File: src/hdl/assert_macros.svh
// Assertion macros shared by the RTL of the timer slot table.
`ifndef ASSERT_MACROS_SVH
`define ASSERT_MACROS_SVH
// Checked on every clock edge outside reset.
`define MSTT_ASSERT(lbl, prop, msg) \
	lbl: assert property (@(posedge clk) disable iff (!arst_n) prop) else $error(msg);
// Checked on every clock edge, reset included.
`define MSTT_ASSERT_ALWAYS(lbl, prop, msg) \
	lbl: assert property (@(posedge clk) prop) else $error(msg);
`endif

File: src/hdl/mstt_pkg.sv
// Types, constants and codes of the timer slot table.
package mstt_pkg;
	localparam int SLOT_COUNT = 6;
	localparam int IDX_W = (SLOT_COUNT > 1) ? $clog2(SLOT_COUNT) : 1;
	localparam int MAX_RESULTS = 7;
	localparam int FIRE_MAX = MAX_RESULTS - 1;
	localparam int FIRE_W = $clog2(FIRE_MAX + 1);

	typedef enum logic [3:0] {
		CMD_CREATE         = 4'd0,
		CMD_FREE_SLOT      = 4'd1,
		CMD_FREE_WINDOW    = 4'd2,
		CMD_TICK           = 4'd3,
		CMD_RESTART_SLOT   = 4'd4,
		CMD_SET_DELAY      = 4'd5,
		CMD_RESTART_WINDOW = 4'd6,
		CMD_QUERY_EXPIRED  = 4'd7,
		CMD_QUERY_TIMEOUT  = 4'd8
	} cmd_t;

	localparam logic [2:0] MODE_FREE     = 3'd0;
	localparam logic [2:0] MODE_ONESHOT  = 3'd1;
	localparam logic [2:0] MODE_PERIODIC = 3'd2;
	localparam logic [2:0] MODE_TIMEOUT  = 3'd3;
	localparam logic [2:0] MODE_TXTROLL  = 3'd4;

	localparam logic [1:0] KIND_REPLY     = 2'd0;
	localparam logic [1:0] KIND_FIRED     = 2'd1;
	localparam logic [1:0] KIND_TICK_DONE = 2'd2;
	localparam logic [1:0] KIND_QUERY     = 2'd3;

	localparam logic [1:0] STAT_OK      = 2'd0;
	localparam logic [1:0] STAT_FULL    = 2'd1;
	localparam logic [1:0] STAT_INVALID = 2'd2;
	localparam logic [1:0] STAT_RUNNING = 2'd0;
	localparam logic [1:0] STAT_EXPIRED = 2'd1;

	typedef struct packed {
		logic [2:0]  mode;
		logic [31:0] start;
		logic [23:0] delay;
		logic [15:0] window;
	} entry_t;

	typedef struct packed {
		logic       wr_en;
		entry_t     wr_data;
		logic       clear;
		logic       tmo_clear;
		logic       match;
		logic       fire;
		logic [1:0] qstat;
	} eval_t;

	typedef struct packed {
		logic [1:0]  kind;
		logic [2:0]  slot;
		logic [15:0] window;
		logic [1:0]  status;
		logic        found;
		logic        last;
	} result_t;

	typedef enum logic [1:0] {
		ST_IDLE,
		ST_SCAN,
		ST_WAIT,
		ST_REPLY
	} state_t;
endpackage

File: src/hdl/mstt_slot_eval.sv
// Per-slot update rule: decides the write-back and events for one slot read from the table.
module mstt_slot_eval (
	input  mstt_pkg::cmd_t   cmd,
	input  mstt_pkg::entry_t entry,
	input  logic             used,
	input  logic [31:0]      now_ms,
	input  logic [15:0]      win,
	input  logic [23:0]      dly,
	input  logic             matched,
	output mstt_pkg::eval_t  ev
);
	logic        hit_win;
	logic        due;
	logic [31:0] elapsed;

	assign hit_win = used && (entry.window == win);
	assign elapsed = now_ms - entry.start;
	assign due = used && (entry.delay != 24'd0) && ({8'd0, entry.delay} <= elapsed);

	always_comb begin
		ev = '0;
		ev.wr_data = entry;
		ev.qstat = used ? ((entry.delay == 24'd0) ? mstt_pkg::STAT_EXPIRED
			: mstt_pkg::STAT_RUNNING) : mstt_pkg::STAT_INVALID;
		unique case (cmd)
			mstt_pkg::CMD_FREE_SLOT: begin
				ev.clear = used;
				ev.tmo_clear = used && (entry.mode == mstt_pkg::MODE_TIMEOUT);
			end
			mstt_pkg::CMD_FREE_WINDOW: begin
				ev.clear = hit_win;
				ev.tmo_clear = hit_win && (entry.mode == mstt_pkg::MODE_TIMEOUT);
			end
			mstt_pkg::CMD_TICK: begin
				if (due) begin
					ev.wr_en = 1'b1;
					unique case (entry.mode)
						mstt_pkg::MODE_ONESHOT: begin
							ev.wr_data.delay = 24'd0;
							ev.fire = 1'b1;
						end
						mstt_pkg::MODE_PERIODIC: begin
							ev.wr_data.start = entry.start + {8'd0, entry.delay};
							ev.fire = 1'b1;
						end
						mstt_pkg::MODE_TIMEOUT: begin
							ev.wr_data.delay = 24'd0;
						end
						default: begin
							ev.wr_data.start = now_ms;
							ev.fire = 1'b1;
						end
					endcase
				end
			end
			mstt_pkg::CMD_RESTART_SLOT: begin
				ev.wr_en = used;
				ev.wr_data.start = now_ms;
			end
			mstt_pkg::CMD_SET_DELAY: begin
				ev.match = hit_win && !matched;
				ev.wr_en = hit_win && !matched;
				ev.wr_data.delay = dly;
			end
			mstt_pkg::CMD_RESTART_WINDOW: begin
				ev.match = hit_win && !matched;
				ev.wr_en = hit_win && !matched;
				ev.wr_data.start = now_ms;
			end
			default: begin
			end
		endcase
	end
endmodule

File: src/hdl/multi_slot_software_timer_table_top.sv
// Timer slot table: command decode, table scan over a registered-read RAM, result register.
// Create, timeout query, unknown and out-of-range slot commands: result in the cycle after transfer.
// Slot commands scan their one slot; table-wide commands and tick scan every slot, in a sequential
// read-modify-write scan of one slot per cycle through the slot RAM, then pass ST_WAIT and ST_REPLY.
// A tick gives up to SLOT_COUNT fired results, one per cycle, then the tick-done result.
// Reset clears time, valid bits of all slots and the timeout record; results cannot be stalled.
`include "assert_macros.svh"

module multi_slot_software_timer_table_top (
	input  logic               clk,
	input  logic               arst_n,
	input  logic               start,
	output logic               busy,
	input  logic [3:0]         command,
	input  logic [2:0]         mode,
	input  logic [23:0]        delay_ms,
	input  logic signed [15:0] window,
	input  logic [2:0]         slot,
	output logic               strobe,
	output logic [1:0]         kind,
	output logic [2:0]         slot_out,
	output logic signed [15:0] window_out,
	output logic [1:0]         status,
	output logic               found,
	output logic               last
);
	localparam int IW = mstt_pkg::IDX_W;

	mstt_pkg::entry_t  mem [mstt_pkg::SLOT_COUNT];
	mstt_pkg::entry_t  rd_data_s1;
	mstt_pkg::entry_t  mem_wd;
	mstt_pkg::eval_t   ev;
	mstt_pkg::result_t imm, fin, fev, out_d, res_q;
	mstt_pkg::state_t  state_q, state_d;
	mstt_pkg::cmd_t    cmd_in, cmd_q;

	logic [mstt_pkg::SLOT_COUNT-1:0] used_q;
	logic [31:0]              now_q;
	logic                     tmo_valid_q;
	logic [IW-1:0]            tmo_slot_q;
	logic [IW-1:0]            idx_q, end_q, idx_s1, free_idx, match_idx_q, mem_wa;
	logic                     valid_s1, strobe_q, matched_q;
	logic [mstt_pkg::FIRE_W-1:0] nfire_q;
	logic [23:0]              dly_q;
	logic [15:0]              win_q;
	logic [2:0]               sl_q;
	logic [1:0]               qstat_q;
	logic                     acc, rd_en, free_ok, mode_ok, slot_ok, slot_cmd, scan_need;
	logic                     create_we, mem_we, fire_emit, out_set;

	assign cmd_in = mstt_pkg::cmd_t'(command);
	assign acc = start && !busy;
	assign mode_ok = (mode >= mstt_pkg::MODE_ONESHOT) && (mode <= mstt_pkg::MODE_TXTROLL);
	assign slot_ok = (4'(slot) < 4'(mstt_pkg::SLOT_COUNT));

	always_comb begin
		free_ok = 1'b0;
		free_idx = '0;
		for (int i = mstt_pkg::SLOT_COUNT - 1; i >= 0; i--) begin
			if (!used_q[i]) begin
				free_ok = 1'b1;
				free_idx = IW'(i);
			end
		end
	end

	// immediate replies and scan setup
	always_comb begin
		imm = '0;
		imm.last = 1'b1;
		create_we = 1'b0;
		scan_need = 1'b0;
		slot_cmd = 1'b0;
		unique case (cmd_in)
			mstt_pkg::CMD_CREATE: begin
				if (!mode_ok) begin
					imm.status = mstt_pkg::STAT_INVALID;
				end else if (!free_ok) begin
					imm.status = mstt_pkg::STAT_FULL;
				end else begin
					create_we = 1'b1;
					imm.status = mstt_pkg::STAT_OK;
					imm.slot = 3'(free_idx);
				end
			end
			mstt_pkg::CMD_FREE_SLOT, mstt_pkg::CMD_RESTART_SLOT: begin
				slot_cmd = 1'b1;
				scan_need = slot_ok;
				imm.slot = slot;
			end
			mstt_pkg::CMD_QUERY_EXPIRED: begin
				slot_cmd = 1'b1;
				scan_need = slot_ok;
				imm.kind = mstt_pkg::KIND_QUERY;
				imm.slot = slot;
				imm.status = mstt_pkg::STAT_INVALID;
			end
			mstt_pkg::CMD_FREE_WINDOW, mstt_pkg::CMD_TICK,
			mstt_pkg::CMD_SET_DELAY, mstt_pkg::CMD_RESTART_WINDOW: begin
				scan_need = 1'b1;
			end
			mstt_pkg::CMD_QUERY_TIMEOUT: begin
				imm.kind = mstt_pkg::KIND_QUERY;
				imm.slot = tmo_valid_q ? 3'(tmo_slot_q) : 3'd0;
				imm.found = tmo_valid_q;
			end
			default: begin
			end
		endcase
	end

	always_comb begin
		state_d = state_q;
		unique case (state_q)
			mstt_pkg::ST_IDLE:  if (acc && scan_need) state_d = mstt_pkg::ST_SCAN;
			mstt_pkg::ST_SCAN:  if (idx_q == end_q) state_d = mstt_pkg::ST_WAIT;
			mstt_pkg::ST_WAIT:  state_d = mstt_pkg::ST_REPLY;
			mstt_pkg::ST_REPLY: state_d = mstt_pkg::ST_IDLE;
			default:            state_d = mstt_pkg::ST_IDLE;
		endcase
	end

	always_comb begin
		busy = (state_q != mstt_pkg::ST_IDLE);
		rd_en = (state_q == mstt_pkg::ST_SCAN);
	end

	mstt_slot_eval u_eval (
		.cmd     (cmd_q),
		.entry   (rd_data_s1),
		.used    (used_q[idx_s1]),
		.now_ms  (now_q),
		.win     (win_q),
		.dly     (dly_q),
		.matched (matched_q),
		.ev      (ev)
	);

	assign fire_emit = valid_s1 && ev.fire && (nfire_q < mstt_pkg::FIRE_W'(mstt_pkg::FIRE_MAX));

	always_comb begin
		fin = '0;
		fin.last = 1'b1;
		unique case (cmd_q)
			mstt_pkg::CMD_TICK: fin.kind = mstt_pkg::KIND_TICK_DONE;
			mstt_pkg::CMD_FREE_SLOT, mstt_pkg::CMD_RESTART_SLOT: fin.slot = sl_q;
			mstt_pkg::CMD_SET_DELAY, mstt_pkg::CMD_RESTART_WINDOW:
				fin.slot = matched_q ? 3'(match_idx_q) : 3'd0;
			mstt_pkg::CMD_QUERY_EXPIRED: begin
				fin.kind = mstt_pkg::KIND_QUERY;
				fin.slot = sl_q;
				fin.status = qstat_q;
			end
			default: begin
			end
		endcase
	end

	always_comb begin
		fev = '0;
		fev.kind = mstt_pkg::KIND_FIRED;
		fev.slot = 3'(idx_s1);
		fev.window = rd_data_s1.window;
	end

	always_comb begin
		out_set = 1'b1;
		out_d = fin;
		priority if (acc && !scan_need) begin
			out_d = imm;
		end else if (fire_emit) begin
			out_d = fev;
		end else if (state_q == mstt_pkg::ST_REPLY) begin
			out_d = fin;
		end else begin
			out_set = 1'b0;
		end
	end

	always_comb begin
		mem_we = (acc && create_we) || (valid_s1 && ev.wr_en);
		if (acc && create_we) begin
			mem_wa = free_idx;
			mem_wd = '{mode: mode, start: now_q, delay: delay_ms, window: window};
		end else begin
			mem_wa = idx_s1;
			mem_wd = ev.wr_data;
		end
	end

	always_ff @(posedge clk) begin
		if (mem_we) mem[mem_wa] <= mem_wd;
		if (rd_en) rd_data_s1 <= mem[idx_q];
	end

	always_ff @(posedge clk or negedge arst_n) begin
		if (!arst_n) begin
			state_q <= mstt_pkg::ST_IDLE;
			now_q <= '0;
			tmo_valid_q <= 1'b0;
			used_q <= '0;
			valid_s1 <= 1'b0;
			strobe_q <= 1'b0;
			matched_q <= 1'b0;
			nfire_q <= '0;
		end else begin
			state_q <= state_d;
			valid_s1 <= rd_en;
			strobe_q <= out_set;
			if (acc) begin
				matched_q <= 1'b0;
				nfire_q <= '0;
				if (cmd_in == mstt_pkg::CMD_TICK) now_q <= now_q + 32'd1;
				if (create_we) used_q[free_idx] <= 1'b1;
				if (cmd_in == mstt_pkg::CMD_CREATE && mode == mstt_pkg::MODE_TIMEOUT)
					tmo_valid_q <= free_ok;
			end
			if (valid_s1) begin
				if (ev.clear) used_q[idx_s1] <= 1'b0;
				if (ev.tmo_clear) tmo_valid_q <= 1'b0;
				if (ev.match) matched_q <= 1'b1;
				if (fire_emit) nfire_q <= nfire_q + mstt_pkg::FIRE_W'(1);
			end
		end
	end

	always_ff @(posedge clk) begin
		if (acc) begin
			cmd_q <= cmd_in;
			dly_q <= delay_ms;
			win_q <= window;
			sl_q <= slot;
			idx_q <= slot_cmd ? slot[IW-1:0] : '0;
			end_q <= slot_cmd ? slot[IW-1:0] : IW'(mstt_pkg::SLOT_COUNT - 1);
			if (create_we && mode == mstt_pkg::MODE_TIMEOUT) tmo_slot_q <= free_idx;
		end else if (rd_en) begin
			idx_q <= idx_q + IW'(1);
		end
		idx_s1 <= idx_q;
		if (valid_s1 && ev.match) match_idx_q <= idx_s1;
		if (valid_s1 && cmd_q == mstt_pkg::CMD_QUERY_EXPIRED) qstat_q <= ev.qstat;
		if (out_set) res_q <= out_d;
	end

	assign strobe = strobe_q;
	assign kind = res_q.kind;
	assign slot_out = res_q.slot;
	assign window_out = res_q.window;
	assign status = res_q.status;
	assign found = res_q.found;
	assign last = res_q.last;

	`MSTT_ASSERT(a_final_when_idle, (strobe && last) |-> !busy, "final result while busy")
	`MSTT_ASSERT(a_fired_in_scan, (strobe && !last) |-> (busy && kind == mstt_pkg::KIND_FIRED),
		"fired result outside a tick scan")
	`MSTT_ASSERT(a_s1_in_scan, valid_s1 |->
		(state_q == mstt_pkg::ST_SCAN || state_q == mstt_pkg::ST_WAIT), "stray table read")
	`MSTT_ASSERT(a_create_free, (acc && create_we) |-> !used_q[free_idx],
		"create writes a used slot")
	`MSTT_ASSERT_ALWAYS(a_reset_quiet, !arst_n |-> (!strobe && !busy), "activity in reset")
endmodule
File: config.mk
export PLATFORM = sky130hd
export DESIGN_NAME = multi_slot_software_timer_table_top
export DESIGN_NICKNAME = d
export VERILOG_FILES = /design/src/hdl/mstt_pkg.sv /design/src/hdl/mstt_slot_eval.sv /design/src/hdl/multi_slot_software_timer_table_top.sv
export VERILOG_INCLUDE_DIRS = /design/src /design/src/hdl
export SDC_FILE = /design/constraint.sdc
export NUM_CORES = 1
export LEC_CHECK = 0
export BUFFER_PORTS_ARGS = -buffer_cell sky130_fd_sc_hd__buf_2
export CORE_MARGIN = 4
export CORE_UTILIZATION = 63
export DETAILED_ROUTE_END_ITERATION = 12
export MAX_ROUTING_LAYER = met4
export PLACE_DENSITY_LB_ADDON = 0.15
export SLEW_MARGIN = 20
export SYNTH_ARGS = -nofsm -noshare
export SYNTH_HDL_FRONTEND = slang
export SYNTH_SLANG_ARGS = --single-unit
File: constraint.sdc
create_clock -name clk -period 8.9 [get_ports clk]
set_input_delay 2.225 -clock clk [delete_from_list [all_inputs] [get_ports clk]]
set_output_delay 2.225 -clock clk [all_outputs]
set_load 0.02 [all_outputs]
==> metrics <==
GR Overflow Total 0; Peak VDD IR 0.3315 mV; Mapped Area 0.03039 mm²; Post-Syn Instances 2179; # rows 80; Setup CP Type register to register; Die Y 227.6 µm; CP startpoint now_q[0]$_DFFE_PN0P_; period utilization 0.8167; fin cells 2930; largest net degree at the start of global routing 107; Via density 6.579; Initial Util 0.6364; setup violators final 0; Post-DRT Antenna Nets 0; initial detailed-routing violation count 2057; final hold violations 0; Port-buffer cells 79; CORE AREA 0.04775 mm²; Hold Path Depth 1; pwr/cell area 321.7 mW/mm²; post-cts resize count 0; Critical Path Sink Type register; crit path DAT 7530 ps; # DRC 0; post-route design area 0.03368 mm²; final core occ 0.7055; Post-Syn Nets 2321; Warnings, synthesis 0; Placed Cells 2812; nets 2409; worst hold path type register to register; total negative slack 0 ps; Final Skew 32.84 ps; Seq/Total Area, Yosys 0.6445; Area Overhead vs Synth 10.85%; Commonest cells post-synth edfxtp_1, a21oi_1, nand2_1; Netlist cell types 71; Async SR Flop Fraction 0.07110; Post-CTS Setup Bufs 0; H-tree depth 3; hold buffer count at CTS 0; Main synth FF type edfxtp_1; number of synthesized register bits 661; vias 19276; Leakage Power 12.16 nW; main area contributors after synthesis edfxtp_1, mux4_2, dfrtp_1, ha_1, a21oi_1; CP Capture Point mem[3][14]$_DFFE_PP_; Mean Syn Cell Area 13.95 µm²; fraction of layout cells with a size suffix above 1 0.1356; CTS tree built; Antenna diodes 0; Worst setup SP type register; CP max FO 39; HPWL after detailed placement 47120 µm; Slew headroom 0.2952; status completed; Worst Tran Pin Value 1057 ps; EDFF count, synth 611; vias in the first global route 19432; WP data required 9160 ps; RSZ-0062 raised after global routing no; drt pass-1 iters 6; Max Freq 137.6 MHz; top-area cell type share of the netlist area 0.6038; clk sink count 661; die width 227.6 µm; Root Driver clkbuf_16; Die ar. 0.05181 mm²; Reg-to-Reg End mem[3][14]$_DFFE_PP_; Max-Cap Viols 0; most common cell in the netlist edfxtp_1; GPL Wtd Cong 0.9879; Worst-Skew Late Latency 610 ps; clk slew on worst S/H paths 60 ps; Synth area leader edfxtp_1; RR Startpoint now_q[0]$_DFFE_PN0P_; Tot GR Track Use 0.3019; placed cell area 0.03154 mm²; final max-slew violation count 0; average wire per standard cell 25.66 µm; initial antenna violation count 0; reg2reg setup slack 1630 ps; IO Pins 80; CTS buffer count 67; final WL 75190 µm; Tmin final 7269 ps; global-route wire length before repair 114200 µm; R2R cell count 23; clock buffer depth 3
## layout make-up
| class | count | area (µm²) |
|---|---|---|
| multi-input cells | 1359 | 10280 |
| fillers | 3074 | 14060 |
| inverters | 62 | 232.7 |
| repair buffers | 116 | 705.7 |
| clock buffers | 85 | 1765 |
| well taps | 615 | 769.5 |
| clock inverters | 32 | 340.3 |
| flip-flops and latches | 661 | 19580 |
## sequential cells by signal, summed over array words and instances (netlist names), 4 cells and up
signal,flops
cmd_q,4
rd_data_s1,59
dly_q,24
win_q,16
fev,16
used_q,6
now_q,32
mem,450
window_out,16
## placed cells by master (no fill, tap or decap), types with 13 or more instances in the layout
cell,netlist,layout
edfxtp_1,611,611
a21oi_1,171,171
nand2_1,166,165
nor2_1,152,147
ha_1,87,86
mux2i_1,79,79
buf_2,12,79
mux4_2,76,76
clkbuf_16,0,68
o21ai_0,66,65
inv_1,62,61
xnor2_1,52,52
xor2_1,49,49
dfrtp_1,47,47
nand3_1,42,42
a221o_1,41,41
and3_1,40,40
buf_4,0,35
a21o_1,31,31
nor3_1,30,29
and2_1,28,28
nand4_1,25,25
nor4_1,19,19
a31oi_1,17,17
clkbuf_1,56,17
nor2b_1,14,14
o211ai_1,13,13
## where the power goes
group	total (mW)	switching, mW	internal, mW	leakage (nW)
Clock	2.72	1.16	1.56	1.02
Combinational	3.67	2.28	1.39	4.93
Sequential	4.45	0.346	4.10	6.21
## how the worst min path moves through the flow
| stage | slack, ps | from | to |
|---|---|---|---|
| detailed placement | 490 | nfire_q[0]$_DFF_PN0_ | nfire_q[0]$_DFF_PN0_ |
| finish | 500 | nfire_q[0]$_DFF_PN0_ | nfire_q[0]$_DFF_PN0_ |
| global placement | 470 | nfire_q[0]$_DFF_PN0_ | nfire_q[0]$_DFF_PN0_ |
| floorplan | 350 | idx_q[2]$_DFFE_PP_ | idx_s1[2]$_DFF_P_ |
| CTS | 500 | nfire_q[0]$_DFF_PN0_ | nfire_q[0]$_DFF_PN0_ |
| global route | 530 | matched_q$_DFF_PN0_ | matched_q$_DFF_PN0_ |
## stage by stage
stage                     worst slack (ps)  total power [mW]  hold WS, ps
after floorplan                      229.3             7.003        346.2
after global placement                2061             8.010        471.0
after detailed placement              1851             8.094        489.4
after CTS                             1789             10.85        497.6
after global routing                  1315             11.38        534.8
final                                 1631             10.84        500.7
## per-layer routing
metal,track usage,up-vias,part of all wire
li1,-,8624,-
met1,0.4136,9591,0.41
met2,0.4793,903,0.48
met3,0.03969,158,0.077
met4,0.1001,0,0.032
met5,-,-,0
## logic make-up after synthesis
group                      Yosys count  share of synthesized area
xor gates and xnor gates           101                    0.02911
muxes                              157                    0.08309
adders and majority gates           90                    0.03747
buffers and inverters              159                    0.02063
DFF                                661                     0.6445
and+or+nand+nor                    564                    0.08836
AOI/OAI and AO/OA                  447                    0.09685
## worst max-delay path: stages, from the launching register on
cell and delay [ps]:
dfrtp_1 400, inv_1 110, ha_1 230, fa_1 400, nand2b_1 190, a21oi_1 270
o21ai_0 320, o31a_1 410, o21ai_0 330, a31oi_1 150, xor2_1 160, ha_1 300
nand4_1 100, or2_2 320, nor2_1 180, o41ai_1 120, o2111ai_1 90, nand3_1 140
or4_4 490, o41ai_4 470, buf_4 460, a211oi_1 240, a32o_4 560, buf_4 450
Power figures use the tool's default switching activity.
